File: config.mk
export PLATFORM = sky130hd
export DESIGN_NAME = servo_bus_frame_engine
export DESIGN_NICKNAME = d
export VERILOG_FILES = /design/src/hdl/sbfe_pkg.sv /design/src/hdl/sbfe_cmd_fifo.sv /design/src/hdl/sbfe_front.sv /design/src/hdl/sbfe_back.sv /design/src/hdl/servo_bus_frame_engine.sv
export SDC_FILE = /design/constraint.sdc
export NUM_CORES = 1
export LEC_CHECK = 0
export BUFFER_PORTS_ARGS = -buffer_cell sky130_fd_sc_hd__buf_4
export CAP_MARGIN = 0
export CELL_PAD_IN_SITES_DETAIL_PLACEMENT = 2
export CELL_PAD_IN_SITES_GLOBAL_PLACEMENT = 2
export CORE_ASPECT_RATIO = 1.25
export CORE_UTILIZATION = 38
export CTS_BUF_LIST = sky130_fd_sc_hd__clkbuf_2
export DETAILED_ROUTE_END_ITERATION = 6
export PLACE_DENSITY = 0.81
export SLEW_MARGIN = 20
export SYNTH_ARGS = -nofsm -noshare
export SYNTH_HDL_FRONTEND = slang
export SYNTH_SLANG_ARGS = --single-unit
File: constraint.sdc
create_clock -name clk -period 5 [get_ports clk]
set_input_delay 0.75 -clock clk [delete_from_list [all_inputs] [get_ports clk]]
set_output_delay 0.75 -clock clk [all_outputs]
set_load 0.01 [all_outputs]
File: src/hdl/sbfe_pkg.sv
// Types and constants shared by the servo bus frame engine modules.
package sbfe_pkg;

	// Input item actions.
	localparam logic [1:0] ACT_MOVE = 2'd0;
	localparam logic [1:0] ACT_READ = 2'd1;
	localparam logic [1:0] ACT_RX   = 2'd2;

	// Result item kinds.
	localparam logic [1:0] KIND_TX     = 2'd0;
	localparam logic [1:0] KIND_REJECT = 2'd1;
	localparam logic [1:0] KIND_DONE   = 2'd2;

	// Frame constants.
	localparam logic [7:0] FRAME_HEADER  = 8'h55;
	localparam logic [7:0] CMD_MOVE      = 8'd1;
	localparam logic [7:0] CMD_READ_POS  = 8'd28;
	localparam logic [7:0] LEN_MOVE      = 8'd7;
	localparam logic [7:0] LEN_READ      = 8'd3;
	localparam logic [7:0] MIN_REPLY_LEN = 8'd3;
	localparam logic [15:0] LIMIT_RESET  = 16'd1000;

	// Byte positions.
	localparam logic [3:0] IDX_MOVE_LAST = 4'd9;
	localparam logic [3:0] IDX_READ_LAST = 4'd5;
	localparam logic [3:0] RX_IDX_HDR0   = 4'd0;
	localparam logic [3:0] RX_IDX_HDR1   = 4'd1;
	localparam logic [3:0] RX_IDX_ID     = 4'd2;
	localparam logic [3:0] RX_IDX_LEN    = 4'd3;
	localparam logic [3:0] RX_IDX_CMD    = 4'd4;
	localparam logic [3:0] RX_IDX_POS_LO = 4'd5;
	localparam logic [3:0] RX_IDX_POS_HI = 4'd6;

	typedef struct packed {
		logic [1:0]  action;
		logic [7:0]  dev_id;
		logic [15:0] target_position;
		logic [15:0] move_time;
		logic [7:0]  rx_byte;
	} in_item_t;

	typedef struct packed {
		logic [1:0]  kind;
		logic [7:0]  tx_byte;
		logic        last;
		logic        status;
		logic [15:0] read_position;
	} out_item_t;

	// Work handed from the front end to the back end.
	typedef enum logic [1:0] {
		OP_MOVE,
		OP_READ,
		OP_REJECT,
		OP_REPORT
	} cmd_op_t;

	typedef struct packed {
		cmd_op_t     op;
		logic [7:0]  dev_id;
		logic [15:0] target;
		logic [15:0] move_time;
		logic        status;
		logic [15:0] position;
	} cmd_t;

endpackage

File: src/hdl/sbfe_cmd_fifo.sv
// Short command queue between the front end and the back end.
module sbfe_cmd_fifo #(
	parameter int DEPTH = 4
) (
	input  logic          clk,
	input  logic          arst_n,
	input  logic          wr_en,
	input  sbfe_pkg::cmd_t wr_data,
	output logic          full,
	input  logic          rd_en,
	output sbfe_pkg::cmd_t rd_data,
	output logic          empty
);

	localparam int PTR_W = (DEPTH > 1) ? $clog2(DEPTH) : 1;
	localparam int CNT_W = $clog2(DEPTH + 1);

	sbfe_pkg::cmd_t   slots_q [DEPTH];
	logic [PTR_W-1:0] wr_ptr_q;
	logic [PTR_W-1:0] rd_ptr_q;
	logic [CNT_W-1:0] count_q;
	logic             do_wr;
	logic             do_rd;

	assign full    = (count_q == CNT_W'(DEPTH));
	assign empty   = (count_q == '0);
	assign do_wr   = wr_en && !full;
	assign do_rd   = rd_en && !empty;
	assign rd_data = slots_q[rd_ptr_q];

	// Storage slots.
	always_ff @(posedge clk) begin
		if (do_wr) begin
			slots_q[wr_ptr_q] <= wr_data;
		end
	end

	// Pointers and fill count.
	always_ff @(posedge clk or negedge arst_n) begin
		if (!arst_n) begin
			wr_ptr_q <= '0;
			rd_ptr_q <= '0;
			count_q  <= '0;
		end else begin
			if (do_wr) begin
				wr_ptr_q <= (wr_ptr_q == PTR_W'(DEPTH - 1)) ? '0 : wr_ptr_q + 1'b1;
			end
			if (do_rd) begin
				rd_ptr_q <= (rd_ptr_q == PTR_W'(DEPTH - 1)) ? '0 : rd_ptr_q + 1'b1;
			end
			if (do_wr && !do_rd) begin
				count_q <= count_q + 1'b1;
			end else if (do_rd && !do_wr) begin
				count_q <= count_q - 1'b1;
			end
		end
	end

endmodule

File: src/hdl/sbfe_front.sv
// Front end: accepts items, checks moves, tracks reply reception, issues commands.
module sbfe_front (
	input  logic                clk,
	input  logic                arst_n,
	input  logic                accept,
	input  sbfe_pkg::in_item_t  request,
	input  logic                cfg_wr,
	input  logic [15:0]         cfg_data,
	output logic                cmd_push,
	output sbfe_pkg::cmd_t      cmd
);

	logic [15:0] limit_q;
	logic        awaiting_q;
	logic [7:0]  awaited_id_q;
	logic [3:0]  rx_idx_q;
	logic [7:0]  rx_sum_q;
	logic        rx_bad_q;
	logic [7:0]  pos_low_q;
	logic [7:0]  pos_high_q;

	logic        rx_take;
	logic        rx_final;
	logic        reply_bad;

	assign rx_take   = accept && (request.action == sbfe_pkg::ACT_RX) && awaiting_q;
	assign rx_final  = (rx_idx_q > sbfe_pkg::RX_IDX_POS_HI);
	assign reply_bad = rx_bad_q || ((~rx_sum_q) != request.rx_byte);

	// Command built from the accepted item.
	always_comb begin
		cmd           = '0;
		cmd.dev_id    = request.dev_id;
		cmd.target    = request.target_position;
		cmd.move_time = request.move_time;
		cmd_push      = 1'b0;
		case (request.action)
			sbfe_pkg::ACT_MOVE: begin
				cmd_push = accept;
				cmd.op   = (request.target_position > limit_q) ?
					sbfe_pkg::OP_REJECT : sbfe_pkg::OP_MOVE;
			end
			sbfe_pkg::ACT_READ: begin
				cmd_push = accept;
				cmd.op   = sbfe_pkg::OP_READ;
			end
			sbfe_pkg::ACT_RX: begin
				cmd_push     = rx_take && rx_final;
				cmd.op       = sbfe_pkg::OP_REPORT;
				cmd.status   = reply_bad;
				cmd.position = reply_bad ? 16'd0 : {pos_high_q, pos_low_q};
			end
			default: begin
				cmd_push = 1'b0;
			end
		endcase
	end

	// Position limit register.
	always_ff @(posedge clk or negedge arst_n) begin
		if (!arst_n) begin
			limit_q <= sbfe_pkg::LIMIT_RESET;
		end else if (cfg_wr) begin
			limit_q <= cfg_data;
		end
	end

	// Reply reception state.
	always_ff @(posedge clk or negedge arst_n) begin
		if (!arst_n) begin
			awaiting_q   <= 1'b0;
			awaited_id_q <= '0;
			rx_idx_q     <= '0;
			rx_sum_q     <= '0;
			rx_bad_q     <= 1'b0;
			pos_low_q    <= '0;
			pos_high_q   <= '0;
		end else if (accept && (request.action == sbfe_pkg::ACT_READ)) begin
			awaiting_q   <= 1'b1;
			awaited_id_q <= request.dev_id;
			rx_idx_q     <= '0;
			rx_sum_q     <= '0;
			rx_bad_q     <= 1'b0;
			pos_low_q    <= '0;
			pos_high_q   <= '0;
		end else if (rx_take) begin
			rx_idx_q <= rx_idx_q + 1'b1;
			case (rx_idx_q)
				sbfe_pkg::RX_IDX_HDR0, sbfe_pkg::RX_IDX_HDR1: begin
					if (request.rx_byte != sbfe_pkg::FRAME_HEADER) begin
						rx_bad_q <= 1'b1;
					end
				end
				sbfe_pkg::RX_IDX_ID: begin
					if (request.rx_byte != awaited_id_q) begin
						rx_bad_q <= 1'b1;
					end
					rx_sum_q <= rx_sum_q + request.rx_byte;
				end
				sbfe_pkg::RX_IDX_LEN: begin
					if (request.rx_byte < sbfe_pkg::MIN_REPLY_LEN) begin
						rx_bad_q <= 1'b1;
					end
					rx_sum_q <= rx_sum_q + request.rx_byte;
				end
				sbfe_pkg::RX_IDX_CMD: begin
					rx_sum_q <= rx_sum_q + request.rx_byte;
				end
				sbfe_pkg::RX_IDX_POS_LO: begin
					rx_sum_q  <= rx_sum_q + request.rx_byte;
					pos_low_q <= request.rx_byte;
				end
				sbfe_pkg::RX_IDX_POS_HI: begin
					rx_sum_q   <= rx_sum_q + request.rx_byte;
					pos_high_q <= request.rx_byte;
				end
				default: begin
					// Checksum byte: the report goes out and reception ends.
					awaiting_q <= 1'b0;
					rx_idx_q   <= '0;
				end
			endcase
		end
	end

endmodule

File: src/hdl/sbfe_back.sv
// Back end: expands queued commands into result items, one per cycle while results are taken.
module sbfe_back (
	input  logic                 clk,
	input  logic                 arst_n,
	input  logic                 cmd_empty,
	input  sbfe_pkg::cmd_t       cmd,
	output logic                 cmd_pop,
	output logic                 empty,
	input  logic                 pop,
	output sbfe_pkg::out_item_t  result
);

	logic                busy_q;
	sbfe_pkg::cmd_t      cur_q;
	logic [3:0]          idx_q;
	logic [7:0]          csum_q;
	logic                out_valid_q;
	sbfe_pkg::out_item_t out_q;

	logic                advance;
	logic [7:0]          csum_next;
	logic [3:0]          last_idx;
	logic [7:0]          frame_byte;
	sbfe_pkg::out_item_t item;

	assign advance = !out_valid_q || pop;
	assign cmd_pop = !busy_q && !cmd_empty;
	assign empty   = !out_valid_q;
	assign result  = out_q;

	// Inverted-sum checksum of the frame, worked out when a command is loaded.
	always_comb begin
		if (cmd.op == sbfe_pkg::OP_MOVE) begin
			csum_next = ~(cmd.dev_id + sbfe_pkg::LEN_MOVE + sbfe_pkg::CMD_MOVE
				+ cmd.target[7:0] + cmd.target[15:8]
				+ cmd.move_time[7:0] + cmd.move_time[15:8]);
		end else begin
			csum_next = ~(cmd.dev_id + sbfe_pkg::LEN_READ + sbfe_pkg::CMD_READ_POS);
		end
	end

	// Frame byte at the current position.
	always_comb begin
		frame_byte = 8'd0;
		if (cur_q.op == sbfe_pkg::OP_MOVE) begin
			last_idx = sbfe_pkg::IDX_MOVE_LAST;
			case (idx_q)
				4'd0, 4'd1: frame_byte = sbfe_pkg::FRAME_HEADER;
				4'd2:       frame_byte = cur_q.dev_id;
				4'd3:       frame_byte = sbfe_pkg::LEN_MOVE;
				4'd4:       frame_byte = sbfe_pkg::CMD_MOVE;
				4'd5:       frame_byte = cur_q.target[7:0];
				4'd6:       frame_byte = cur_q.target[15:8];
				4'd7:       frame_byte = cur_q.move_time[7:0];
				4'd8:       frame_byte = cur_q.move_time[15:8];
				default:    frame_byte = csum_q;
			endcase
		end else if (cur_q.op == sbfe_pkg::OP_READ) begin
			last_idx = sbfe_pkg::IDX_READ_LAST;
			case (idx_q)
				4'd0, 4'd1: frame_byte = sbfe_pkg::FRAME_HEADER;
				4'd2:       frame_byte = cur_q.dev_id;
				4'd3:       frame_byte = sbfe_pkg::LEN_READ;
				4'd4:       frame_byte = sbfe_pkg::CMD_READ_POS;
				default:    frame_byte = csum_q;
			endcase
		end else begin
			last_idx = 4'd0;
		end
	end

	// Result item for the current position.
	always_comb begin
		item      = '0;
		item.last = (idx_q == last_idx);
		case (cur_q.op)
			sbfe_pkg::OP_REJECT: begin
				item.kind = sbfe_pkg::KIND_REJECT;
			end
			sbfe_pkg::OP_REPORT: begin
				item.kind          = sbfe_pkg::KIND_DONE;
				item.status        = cur_q.status;
				item.read_position = cur_q.position;
			end
			default: begin
				item.kind    = sbfe_pkg::KIND_TX;
				item.tx_byte = frame_byte;
			end
		endcase
	end

	// Command register and byte counter.
	always_ff @(posedge clk or negedge arst_n) begin
		if (!arst_n) begin
			busy_q <= 1'b0;
			idx_q  <= '0;
		end else if (cmd_pop) begin
			busy_q <= 1'b1;
			idx_q  <= '0;
		end else if (busy_q && advance) begin
			if (item.last) begin
				busy_q <= 1'b0;
			end else begin
				idx_q <= idx_q + 1'b1;
			end
		end
	end

	always_ff @(posedge clk) begin
		if (cmd_pop) begin
			cur_q  <= cmd;
			csum_q <= csum_next;
		end
	end

	// Output register holding the oldest waiting result.
	always_ff @(posedge clk or negedge arst_n) begin
		if (!arst_n) begin
			out_valid_q <= 1'b0;
		end else if (busy_q && advance) begin
			out_valid_q <= 1'b1;
		end else if (pop) begin
			out_valid_q <= 1'b0;
		end
	end

	always_ff @(posedge clk) begin
		if (busy_q && advance) begin
			out_q <= item;
		end
	end

endmodule

File: src/hdl/servo_bus_frame_engine.sv
// Bus-servo frame engine: move and read frames out, position replies in.
//
// Items enter through push/full and results leave through empty/pop. The front end takes
// one item per cycle while its command queue has room; received reply bytes and idle
// bytes are absorbed there and cause no result until the eighth reply byte. The back end
// loads one command and then sends one result per cycle while results are being taken:
// ten frame bytes for a move, six for a read request, and a single result for a
// rejection or a reply report. That serializer sets the sustained rate; CMD_DEPTH commands
// can wait in between. The position limit is written through cfg_valid/cfg_ready, which
// is always ready, and resets to 1000.
module servo_bus_frame_engine #(
	parameter int CMD_DEPTH = 4
) (
	input  logic                clk,
	input  logic                arst_n,
	input  logic                push,
	output logic                full,
	input  sbfe_pkg::in_item_t  request,
	output logic                empty,
	input  logic                pop,
	output sbfe_pkg::out_item_t result,
	input  logic                cfg_valid,
	output logic                cfg_ready,
	input  logic [15:0]         cfg_data
);

	logic           accept;
	logic           cmd_push;
	sbfe_pkg::cmd_t cmd_in;
	logic           cmd_pop;
	logic           cmd_empty;
	sbfe_pkg::cmd_t cmd_out;

	assign cfg_ready = 1'b1;
	assign accept    = push && !full;

	sbfe_front u_front (
		.clk      (clk),
		.arst_n   (arst_n),
		.accept   (accept),
		.request  (request),
		.cfg_wr   (cfg_valid && cfg_ready),
		.cfg_data (cfg_data),
		.cmd_push (cmd_push),
		.cmd      (cmd_in)
	);

	sbfe_cmd_fifo #(
		.DEPTH (CMD_DEPTH)
	) u_queue (
		.clk     (clk),
		.arst_n  (arst_n),
		.wr_en   (cmd_push),
		.wr_data (cmd_in),
		.full    (full),
		.rd_en   (cmd_pop),
		.rd_data (cmd_out),
		.empty   (cmd_empty)
	);

	sbfe_back u_back (
		.clk       (clk),
		.arst_n    (arst_n),
		.cmd_empty (cmd_empty),
		.cmd       (cmd_out),
		.cmd_pop   (cmd_pop),
		.empty     (empty),
		.pop       (pop),
		.result    (result)
	);

endmodule

[Word-level counts from Yosys, hierarchy flattened]
Memory sizes are Yosys's and may differ from the RTL's.
Cells that the tools add are included.
Cells by class
  add/subtract/negate cells: 15
  multiply operators: 0
  div/mod/pow operators: 0
  magnitude comparators: 3
  equality and inequality tests: 31
  shift operators: 0
  mux-type cells: 48
  bitwise gates (word level): 3
  reductions and logical operators: 47
Operators by type and width (number)
  $mux W8: 12
  $pmux W8 S8: 1
  $add A8 B8 Y8: 5
  $pmux W8 S4: 1
  $eq A4 B3 Y1 const B: 7
  $mux W4: 7
  $not A8 Y8: 3
  $mux W17: 1
  $eq A4 B2 Y1 const B: 4
  $gt A16 B16 Y1: 1
  $mux W16: 1
  $ne A8 B8 Y1: 2
  $reduce_bool A2 Y1: 8
  $mux W1: 15
  $reduce_and A2 Y1: 6
  $logic_and A1 B1 Y1: 11
  $eq A2 B2 Y1 const B: 5
  $mux W3: 3
  $ne A3 B1 Y1 const B: 3
  $add A4 B1 Y4 const B: 2
  $add A8 B1 Y8 const B: 1
  $add A8 B2 Y8 const B: 1
  $add A8 B3 Y8 const B: 1
  $add A8 B5 Y8 const B: 1
  other kinds (27): 45
Word-level totals
  register bits: 162
  bits in latches: 0
  bits in writable memories: 236
  ROM bits: 0
  input bits: 71
  output and inout port bits: 31
  word-level logic and storage cells: 174
  memories: 1
Memories
  u_queue.slots_q: words 4, width 59, read ports 1, clocked after Yosys merged registers in 0, write ports 1, line sbfe_cmd_fifo.sv:18  | sbfe_pkg::cmd_t slots_q [DEPTH];

[Logic depth before layout (Yosys ltp)]
Gate-level depths: netlist of run 1.
  word-level depth: 12
  depth in mapped cells: 18
  gate-level depth less buffers: 15

[Modules after synthesis]
Synthesis of run 1 repeated with hierarchy kept, for this count alone.
Second synthesis, totals
  cells, all modules: 1132
  area total of the unflattened synthesis: 17596.9 um2
By module, submodules not included
  sbfe_cmd_fifo: instances 1, cells an instance 346, area an instance 8943.6 um2, sequential area each 7262.0 um2
  sbfe_back: instances 1, cells an instance 386, area an instance 5047.3 um2, sequential area each 3002.9 um2
  sbfe_front: instances 1, cells an instance 397, area an instance 3580.9 um2, sequential area each 1358.8 um2
  servo_bus_frame_engine: instances 1, cells an instance 3, area an instance 25.0 um2, sequential area each 0.0 um2

[Worst setup path before layout of run 1]
Ideal clock, no wire load.
  path type: register -> register
  start: reg u_queue.count_q[0]
  end: reg u_queue.count_q[1]
  setup time: 125 ps
  data arrival time: 4756 ps
  required time: 4875 ps
  path slack: 119 ps
  cell stages (with the launch flop): 8
  buffers on the path: 0
  clock period less this slack: 4881 ps
  cells stage by stage: dfrtp_1 -> nor3_1 -> nor2_1 -> inv_1 -> ha_1 -> inv_1 -> fa_1 -> mux2_2
Between the ends
  elaborated cells on any way between the ends: 21
  classes of those cells: add/sub (2); eq/ne (1); mux (3); reduce/logical (15)
RTL lines
  start: declaration: line sbfe_cmd_fifo.sv:21  | logic [CNT_W-1:0] count_q;
  start signal: assignment: line sbfe_cmd_fifo.sv:52  | count_q <= count_q + 1'b1;
  start signal: assignment: line sbfe_cmd_fifo.sv:54  | count_q <= count_q - 1'b1;
  $logic_not A3 Y1 *: line sbfe_cmd_fifo.sv:26  | assign empty = (count_q == '0);
  $logic_not A1 Y1 *: line sbfe_back.sv:27  | assign cmd_pop = !busy_q && !cmd_empty;
  $logic_and A1 B1 Y1 *: line sbfe_back.sv:27
  net cmd_pop: line servo_bus_frame_engine.sv:30  | logic cmd_pop;
  $logic_and A1 B1 Y1 *: line sbfe_cmd_fifo.sv:28  | assign do_rd = rd_en && !empty;
  $logic_not A1 Y1: line sbfe_cmd_fifo.sv:51  | if (do_wr && !do_rd) begin
  $logic_and A1 B1 Y1: line sbfe_cmd_fifo.sv:51
  $mux W3 or $reduce_bool A2 Y1 (tied branches)
Mark *: on every way through the listed nets, which the timed path passes. The rest lies on a longest branch. The select of a mux whose other input is x is not followed.
A chain may end at the register's enable or synchronous reset.

==> results of run 1 <==
-- critical path, stage by stage, from the launching register on --
cell and delay [ns]:
dfrtp_2 0.82, mux4_2 0.37, inv_1 0.08, fa_1 0.55, inv_1 0.09, fa_1 0.60
inv_1 0.09, fa_1 0.56, inv_1 0.06, ha_1 0.34, a21oi_1 0.31, o21bai_1 0.13
a21oi_1 0.26, xnor2_1 0.18, mux2i_1 0.12
-- cell type report --
| cell class | instances | share of cell area |
|---|---|---|
| well taps | 572 | 0.0349 |
| multi-input cells | 547 | 0.244 |
| diodes | 2 | 0.000244 |
| clock inverters | 30 | 0.0101 |
| flip-flops and latches | 398 | 0.568 |
| inverters | 86 | 0.0158 |
| clock buffers | 144 | 0.0352 |
| repair buffers | 210 | 0.0920 |
-- power breakdown --
part           total (mW)  switching (mW)  internal, mW
logic                6.30            3.72          2.58
clock network        2.39            1.47         0.924
registers            4.51           0.331          4.18
-- sequential cells by signal, indices dropped and copies added (netlist names) --
signal / cells
u_front.awaited_id_q: 8
u_front.awaiting_q: 1
u_back.idx_q: 4
u_back.result: 28
u_queue.count_q: 3
u_back.out_valid_q: 1
u_front.limit_q: 16
u_back.cur_q: 59
u_front.rx_bad_q: 1
u_queue.wr_ptr_q: 2
u_front.pos_high_q: 8
u_front.rx_sum_q: 8
u_front.rx_idx_q: 4
u_queue.slots_q: 236
u_back.busy_q: 1
u_back.csum_q: 8
u_queue.rd_ptr_q: 2
u_front.pos_low_q: 8
-- metal layers --
metal | global-route usage | routed length [um]
met4 | 0.0921 | 1590
met5 | 0 | 0
met2 | 0.424 | 28200
met1 | 0.301 | 21900
met3 | 0.0488 | 2690
-- logic make-up after synthesis --
logic type,count (synthesis)
muxes,74
adders and majority gates,77
AOI/OAI and AO/OA,151
other,1
xor gates and xnor gates,39
and+or+nand+nor,205
DFF,398
buffers and inverters,131
-- how the worst max path moves through the flow --
stage / start / end / slack [ns] / cells past startpoint
after floorplan: u_queue.count_q[0]$_DFFE_PN0P_ / u_queue.count_q[1]$_DFFE_PN0P_ / 0.12 / 7
after global placement: u_queue.rd_ptr_q[0]$_DFFE_PN0P_ / u_back.csum_q[7]$_DFFE_PP_ / 0.46 / 13
after detailed placement: u_queue.rd_ptr_q[0]$_DFFE_PN0P_ / u_back.csum_q[7]$_DFFE_PP_ / 0.21 / 12
after CTS: u_queue.rd_ptr_q[0]$_DFFE_PN0P_ / u_back.csum_q[7]$_DFFE_PP_ / 0.06 / 13
after global routing: u_queue.rd_ptr_q[1]$_DFFE_PN0P_ / u_back.csum_q[7]$_DFFE_PP_ / 0.05 / 13
final: u_queue.rd_ptr_q[1]$_DFFE_PN0P_ / u_back.csum_q[7]$_DFFE_PP_ / 0.18 / 14
-- per-stage QoR --
step | setup slack [ns] | hold WS, ns | instances | utilization | cell area [sq um]
2_1_floorplan | 0.119 | 0.454 | 1076 | - | 17100
3_3_place_gp | 0.465 | 0.484 | 1719 | 0.419 | 18600
3_5_place_dp | 0.206 | 0.500 | 1719 | 0.419 | 18600
4_1_cts | 0.0640 | 0.00466 | 1983 | 0.461 | 20400
5_1_grt | 0.0527 | 0.0406 | 1989 | 0.462 | 20500
6_report | 0.179 | 0.0775 | 1989 | 0.462 | 20500
-- synthesized netlist by cell type (9+ instances only) --
library cell	count	area (sq um)
and3_1	38	238
dfrtp_1	61	1530
nand2_1	64	240
buf_2	9	45.0
a21o_1	10	75.1
nor2_1	49	184
o21ai_0	34	170
a22o_1	17	149
xnor2_1	24	210
clkbuf_1	28	105
mux4_2	59	1330
edfxtp_1	331	9940
inv_1	84	315
fa_1	22	440
ha_1	55	688
xor2_1	13	114
a21oi_1	37	185
-- timing repair --
action | CTS | global route
endpoints found under the hold margin | 261 | 0
buffers inserted | 0 | 3
endpoints found under the setup margin | 0 | 2
hold buffers | 90 | 0
-- placed cells by master (no fill, tap or decap), drive strengths merged, types with 8 or more instances in the layout --
cell,netlist,final
edfxtp,331,331
clkbuf,28,144
buf,17,120
dlygate4sd3,0,90
inv,86,87
nand2,64,64
dfrtp,61,61
mux4,59,59
ha,55,55
nor2,50,50
and3,38,38
a21oi,37,37
o21ai,36,36
xnor2,26,26
clkinv,0,24
fa,22,22
a22o,17,17
xor2,13,13
a21o,10,10
mux2,8,8
==> impl_metrics.ini, run 1 <==
[routing]
vias_per_cell = 5.44
first_pass_iters = 5
ant_nets = 0
avgRoutedWirePerCell_um = 27.3
vias = 10800
drt-total-wl_um = 54400
drc = 0
drtIter0Drc = 797

[hold_path]
holdCritPathClass = in2reg
min_path_cells = 3
min_from = cfg_valid
whs_endpoint = u_front.limit_q[15]$_DFFE_PN0P_

[yosys]
ys_types = 62
yosys.area_share.simple = 0.0585
synth_fa_ha_area_frac = 0.0659
synth_xor_area_frac = 0.0208
syn_inst = 1076
netlist_area_sq_um = 17100
ys_seq_area_frac = 0.678
synth_top_family_by_area = multiplexers
synth_nets = 1224
ys_ff_latch = 398
synth-edff-count = 331
synth_flop_cell = edfxtp_1
synth_mux_area_frac = 0.0869
ys_async_sr_fraction = 0.168
synth_area_per_cell_sq_um = 15.9
synth_compound_area_frac = 0.0589
yosys_warnings = 0

[status]
outcome = complete, no violations

[setup_path]
r2r-end = u_back.csum_q[7]$_DFFE_PP_
path_class = reg2reg
ff2ff_path_depth = 14
r2r_setup_slack_ns = 0.18
worstPathMaxFanout = 22
start_kind = flop
cp.arrival_ns = 5.62
r2r_start = u_queue.rd_ptr_q[1]$_DFFE_PN0P_
worstPathRequired_ns = 5.80
critPathCaptureType = flop

[clock_tree]
cts_buffer_depth = 3
insertion_delay_ns = 1.10
cts_tree = yes
cts.sinks = 398
ctsResizeCount = 0
numCtsBuffers = 97
h-tree-depth = 3
cts-root-buf = clkbuf_2
path_clk_slew_ns = 0.15

[timing]
setup_viol = 0
tightest_slew_ns = 1.06
clock.fmax_ghz = 0.207
slew_viol_final = 0
hold_violations = 0
fin_tns_setup_ns = 0
relSlewSlack = 0.289
rsz0062_at_grt = no
timing.final.crit_period_ns = 4.82
period_share = 0.964
skew_ns = 0.0926

[place]
globalplace.congestion = 0.781
place_hpwl_um = 31800
portBuffers = 100

[die]
die_h_um = 239
fp.dieW_um = 192
core_area_sq_um = 44300
std_cell_rows = 86
ios = 102
die_area_sq_um = 45900
initial_core_util = 0.386

[power_and_ir_drop]
powerDensity_nw_per_um2 = 644
ir_worst_vdd_mv = 0.520
p_total_mw = 13.2
power_leakage_nw = 8.01

[global_route]
grt_overflow_total = 0
grt_pass1_vias = 12300
grt_pass1_wl_um = 81700
track_usage = 0.245
grt_max_degree = 74
antenna_found_initial = 3

[finish]
fillers = 4231
area_delta_synth_final_pct = 19.6
multi_input_area_sq_um = 5000
final_layout_size_suffix_gt1_frac = 0.259
layout.nets = 1488
regArea_sq_um = 11600

[run]
drv_cap = 0
No activity file was read; power rests on OpenSTA's default activity.
==> run 2, diff against run 1 <==
Settings changed: ABC_AREA set to 1, CORE_UTILIZATION 38 to 37, CTS_BUF_LIST sky130_fd_sc_hd__clkbuf_2 to sky130_fd_sc_hd__clkbuf_16, PLACE_DENSITY 0.81 to 0.85, RECOVER_POWER set to 100.
==> run 2 against run 1 <==
The run now ends with capacitance limit, slew limit left. Clock skew fell by 0.074 ns. Routed wire length grew 6.2%. Via count grew 15%. Critical path depth grew 1. Register-to-register slack better by 0.10 ns. Area after synthesis increased by 3.2%. Hold slack better by 0.18 ns. Power grew 12%. Design area shrank 1.7%. Global-route usage fell by 0.16 points. Sequential power decreased by 1%. Critical path type unchanged.
==> impl_metrics.ini, run 2 <==
[status]
outcome = complete, but fails checks
violations = capacitance limit, slew limit

[die]
fp.dieW_um = 197
core_area_sq_um = 47200
die_h_um = 246
ios = 102
die_area_sq_um = 48700
std_cell_rows = 89
initial_core_util = 0.374

[clock_tree]
cts_buffer_depth = 3
cts-root-buf = clkbuf_16
cts_hold_repair.buffers = 0
h-tree-depth = 2
path_clk_slew_ns = 0.07
cts.sinks = 398
numCtsBuffers = 41
cts_tree = yes
insertion_delay_ns = 0.56

[global_route]
antenna_found_initial = 1
grt_overflow_total = 0
grt_pass1_wl_um = 87400
grt_pass1_vias = 14200
track_usage = 0.243
grt_max_degree = 96

[timing]
hold_violations = 0
skew_ns = 0.0184
rsz0062_at_grt = no
period_share = 0.943
timing.final.crit_period_ns = 4.72
slew_viol_final = 252
setup_viol = 0
clock.fmax_ghz = 0.212
fin_tns_setup_ns = 0
relSlewSlack = -0.554
tightest_slew_ns = 2.33

[place]
portBuffers = 100
globalplace.congestion = 0.835
place_hpwl_um = 39800
placed_cell_area_sq_um = 19300
dp_cells = 2251

[setup_path]
r2r_setup_slack_ns = 0.28
path_common_cell = fa_1
r2r-end = u_back.csum_q[6]$_DFFE_PP_
slowest_stage = a32oi_1
r2r_start = u_queue.rd_ptr_q[1]$_DFFE_PN0P_
slowest_delay_ns = 0.56
critPathCaptureType = flop
start_kind = flop
cp_cell_sequence = inv_2 > buf_12 > a21oi_1 > a32oi_1 > inv_1 > fa_1 > fa_1 > inv_1 > fa_1 > ha_1 > fa_1 > nand3_1 > nand3_1 > nand2_1 > o21ai_0
path_class = reg2reg
worstPathMaxFanout = 59
ff2ff_path_depth = 15
cp.arrival_ns = 5.00
worstPathRequired_ns = 5.29

[yosys]
yosysMostFrequentCell = edfxtp_1
ys_types = 49
synth_flop_cell = edfxtp_1
ys_ff_latch = 398
syn_inst = 1549
netlist_area_sq_um = 17700
ys_async_sr_fraction = 0.168
ys_seq_area_frac = 0.658
synth-edff-count = 331
synth_nets = 1697
synth_area_leaders = edfxtp_1 56%, dfrtp_1 8.6%, nand2_1 6.1%
yosys.area.top_type = edfxtp_1
yosysTopAreaCellShare = 0.562
netlist_top_cells_count = 331 x edfxtp_1, 287 x nand2_1, 202 x inv_1, 134 x o21ai_0, 127 x nor2_1
yosys_warnings = 0
synth_area_per_cell_sq_um = 11.4

[routing]
avgRoutedWirePerCell_um = 24.8
drtIter0Drc = 636
ant_nets = 0
drc = 0
vias = 12400
vias_per_cell = 5.32
first_pass_iters = 5
drt-total-wl_um = 57700

[power_and_ir_drop]
powerDensity_nw_per_um2 = 735
power_leakage_nw = 8.01
p_total_mw = 14.8
ir_worst_vdd_mv = 0.618

[finish]
layout.nets = 1805
final_area_sq_um = 20100
largest_register_ffs = 236
multi_input_area_sq_um = 5010
mostFrequentLayoutCells = 331 x edfxtp_1, 287 x nand2_1, 217 x inv_1
area_delta_synth_final_pct = 13.9
regMostFlops = u_queue.slots_q
fillers = 4928
final_layout_size_suffix_gt1_frac = 0.0699
fin_cells = 2328
final_common_cell = edfxtp_1
regArea_sq_um = 11600

[run]
drv_cap = 10

[hold_path]
holdCritPathClass = in2async
[run 2: changes by cell type in the layout (fill, tap and decap cells not counted), sizes merged, moves of 15 or more]
cell	delta
o21ai	+107
xnor2	-22
inv	+135
clkbuf	-20
mux4	-59
o22ai	+39
nand3	+50
nand2	+224
a32oi	+15
buf	-85
nor2	+81
dlygate4sd3	-90
and3	-38
[run 2: metal layers]
metal / global-route usage / wire [um] / vias up
met1: 0.269 / 21800 / 6486
li1: - / - / 5524
met4: 0.0967 / 2250 / 0
met3: 0.0320 / 2060 / 115
met5: 0 / 0 / -
met2: 0.465 / 31600 / 265
[run 2: where the power goes]
group	internal, mW	total, mW	leakage, nW	switching [mW]
registers	4.25	4.46	3.89	0.202
clock network	1.65	2.98	0.657	1.33
logic	2.43	7.36	3.47	4.93
total	8.33	14.8	8.01	6.46
[run 2: kinds of logic after synthesis]
group                      count (synthesis)  share of synthesized area
muxes                                      1                   0.000637
xor gates and xnor gates                  20                    0.00991
adders and majority gates                 77                     0.0639
DFF                                      398                      0.658
other                                      1                   0.000212
AOI/OAI and AO/OA                        279                     0.0907
and+or+nand+nor                          512                      0.119
buffers and inverters                    261                     0.0580
[run 2: how the worst max path moves through the flow]
| stage | startpoint | to | slack (ns) | cells past startpoint |
|---|---|---|---|---|
| after floorplan | request[48] | u_queue.slots_q[0][0]$_DFFE_PP_ | 0.45 | 8 |
| after global placement | u_queue.rd_ptr_q[0]$_DFFE_PN0P_ | u_back.csum_q[7]$_DFFE_PP_ | 0.53 | 18 |
| after detailed placement | u_queue.rd_ptr_q[0]$_DFFE_PN0P_ | u_back.csum_q[7]$_DFFE_PP_ | 0.16 | 18 |
| after CTS | u_queue.rd_ptr_q[0]$_DFFE_PN0P_ | u_back.csum_q[7]$_DFFE_PP_ | 0.06 | 18 |
| after global routing | u_queue.rd_ptr_q[0]$_DFFE_PN0P_ | u_back.csum_q[7]$_DFFE_PP_ | 0.09 | 18 |
| final | u_queue.rd_ptr_q[1]$_DFFE_PN0P_ | u_back.csum_q[6]$_DFFE_PP_ | 0.28 | 15 |
[run 2: cell type report]
class | count | share of cell area
Sequential cell | 398 | 0.577
Multi-Input combinational cell | 890 | 0.249
Clock buffer | 41 | 0.0510
Tap cell | 637 | 0.0396
Inverter | 208 | 0.0390
Timing Repair Buffer | 118 | 0.0322
Clock inverter | 34 | 0.0119
Antenna cell | 2 | 0.000249
[run 2: critical path, delay by kind of cell (launching register included)]
| family | cells | cell delay [ns] |
|---|---|---|
| adders and majority gates | 5 | 2.07 |
| buffers and inverters | 4 | 0.89 |
| AOI/OAI and AO/OA | 3 | 0.75 |
| DFF | 1 | 0.40 |
| and+or+nand+nor | 3 | 0.33 |
[run 2: through the flow]
stage               hold slack [ns]   util  setup WS (ns)
floorplan                     0.454      -          0.450
finish                        0.256  0.426          0.283
global route                  0.284  0.426         0.0871
CTS                           0.375  0.435         0.0560
detailed placement            0.499  0.408          0.165
global placement              0.476  0.408          0.532
[run 2: timing repair]
item / in CTS / in global routing
endpoints found under the setup margin: 0 / 1
buffers inserted: 0 / 0
resized for setup: 0 / 1
==> run 3, diff against run 2 <==
Settings changed: CORE_UTILIZATION 37 to 38, PLACE_DENSITY 0.85 to 0.84.
Clock period 5 ns to 5.4 ns, I/O delays scaled along.
==> run 3 against run 2 <==
Register-to-register slack better by 0.15 ns. Critical path type unchanged. Clock-buffer cell count increased by 3. Largest power group unchanged. Design area fell by 0.19%. The run still ends with capacitance limit, slew limit left. Highest routed layer is now met5. Global-route usage grew 1.3 points. First-iteration DRC count increased by 23%. Routed wire length is 3.6% higher. Clock power fell by 2%. Worst setup slack better by 0.15 ns. Via count up 1.3%. Die area fell by 2.6%. Sequential power is 7.4% lower.
==> impl_metrics.ini, run 3 (same netlist as run 2, synthesis figures left out) <==
[status]
outcome = complete, but fails checks
violations = capacitance limit, slew limit

[setup_path]
worstPathRequired_ns = 5.71
worstPathMaxFanout = 77
ff2ff_path_depth = 17
path_class = reg2reg
critPathLaunch = u_queue.rd_ptr_q[0]$_DFFE_PN0P_
r2r_setup_slack_ns = 0.43
cp.arrival_ns = 5.28
r2r-end = u_back.csum_q[7]$_DFFE_PP_
endpoint = u_back.csum_q[7]$_DFFE_PP_
start_kind = flop
r2r_start = u_queue.rd_ptr_q[0]$_DFFE_PN0P_
critPathCaptureType = flop

[finish]
regMostFlops = u_queue.slots_q
layout.nets = 1804
final_layout_size_suffix_gt1_frac = 0.0698
fin_cells = 2279
mostFrequentLayoutCells = 331 x edfxtp_1, 287 x nand2_1, 218 x inv_1
area_delta_synth_final_pct = 13.7
largest_register_ffs = 236
final_util = 0.437
fillers = 4778
final_area_sq_um = 20100
final_common_cell = edfxtp_1

[place]
portBuffers = 100
globalplace.congestion = 0.845
placed_cell_area_sq_um = 19100
place_hpwl_um = 38700
dp_cells = 2197

[clock_tree]
h-tree-depth = 2
path_clk_slew_ns = 0.06
insertion_delay_ns = 0.58
cts_hold_repair.buffers = 0
numCtsBuffers = 42
cts_buffer_depth = 3
cts.sinks = 398
ctsResizeCount = 0
cts_tree = yes
cts-root-buf = clkbuf_16
postCtsSetupBuffers = 0

[power_and_ir_drop]
sw_frac_of_total = 0.434
combPwrFrac = 0.489
power_leakage_nw = 8.04
p_sw_mw = 5.99
pwr-share-clk = 0.212
p_seq_frac = 0.299
p_int_mw = 7.81
powerDensity_nw_per_um2 = 687
ir_worst_vdd_mv = 0.562

[die]
die_h_um = 243
fp.dieW_um = 195
std_cell_rows = 88
die_area_sq_um = 47400
initial_core_util = 0.384
core_area_sq_um = 46000
ios = 102

[timing]
relSlewSlack = -0.800
period_share = 0.921
timing.final.crit_period_ns = 4.97
fin_tns_setup_ns = 0
setup_viol = 0
clock.fmax_ghz = 0.201
rsz0062_at_grt = no
tightest_slew_ns = 2.70
hold_violations = 0
slew_viol_final = 406
skew_ns = 0.0225

[routing]
vias = 12600
first_pass_iters = 5
drc = 0
ant_nets = 0
avgRoutedWirePerCell_um = 26.3
drtIter0Drc = 781
vias_per_cell = 5.51
drt-total-wl_um = 59800

[global_route]
grt_overflow_total = 0
antenna_found_initial = 4
grt_pass1_vias = 14300
grt_max_degree = 78
track_usage = 0.257
grt_pass1_wl_um = 90100

[run]
drv_cap = 11

[hold_path]
holdCritPathClass = in2reg
min_path_cells = 3
-- run 3: changes by cell type in the layout (fill, tap and decap cells not counted), moves of 2 or more --
cell / before / now
clkinvlp_4: 5 / 0
buf_12: 5 / 2
clkinv_4: 0 / 2
clkinv_2: 5 / 9
clkbuf_1: 77 / 79
clkbuf_16: 41 / 44
diode_2: 2 / 4
nor2_1: 128 / 126
-- run 3: final cells by class --
class                      instances  area, sq um  area share
clock buffer                      44         1100      0.0548
inverter                         208          783      0.0390
multi-input combinational        890         5010       0.249
sequential                       398        11600       0.578
timing repair buffer             116          587      0.0292
tap                              585          732      0.0364
antenna                            4         10.0    0.000498
clock inverter                    34          246      0.0123
-- run 3: critical path, cell delays in order, from the launching register on --
cell	delay (ns)
dfrtp_4	0.43
buf_4	0.68
o21ai_0	0.31
o22ai_1	0.49
fa_1	0.49
inv_1	0.11
fa_1	0.40
inv_1	0.11
fa_1	0.40
ha_1	0.36
nand2_1	0.08
inv_1	0.09
nand4_1	0.10
nand3_1	0.13
xor2_1	0.22
nand3_1	0.10
nand3_1	0.09
nand2_1	0.06
-- run 3: how the worst min path moves through the flow --
stage | startpoint | slack, ns | to
finish | cfg_data[3] | 0.46 | u_front.limit_q[3]$_DFFE_PN1P_
global route | cfg_data[1] | 0.46 | u_front.limit_q[1]$_DFFE_PN0P_
CTS | arst_n | 0.18 | u_front.rx_idx_q[1]$_DFFE_PN0P_
detailed placement | u_front.limit_q[5]$_DFFE_PN1P_ | 0.50 | u_front.limit_q[5]$_DFFE_PN1P_
global placement | u_front.limit_q[6]$_DFFE_PN1P_ | 0.48 | u_front.limit_q[6]$_DFFE_PN1P_
floorplan | u_front.awaited_id_q[0]$_DFFE_PN0P_ | 0.46 | u_front.awaited_id_q[0]$_DFFE_PN0P_
-- run 3: stage by stage --
stage	hold slack [ns]	setup slack, ns	total power [mW]
after floorplan	0.461	0.790	8.66
after global placement	0.476	0.953	10.3
after detailed placement	0.499	0.589	10.9
after CTS	0.178	0.428	14.0
after global routing	0.458	0.135	14.8
final	0.455	0.429	13.8
-- run 3: power by group through the flow --
stage	sequential (mW)	clock (mW)	combinational, mW
detailed placement	4.18	0	6.68
finish	4.13	2.92	6.75
global route	4.17	3.05	7.56
CTS	4.12	2.96	6.92
global placement	4.14	0	6.12
floorplan	4.15	0	4.51
-- run 3: metal layers --
metal / part of all wire / GRT usage
met5: 0.00025 / 0
met4: 0.049 / 0.131
met1: 0.38 / 0.294
met2: 0.53 / 0.465
met3: 0.040 / 0.0329
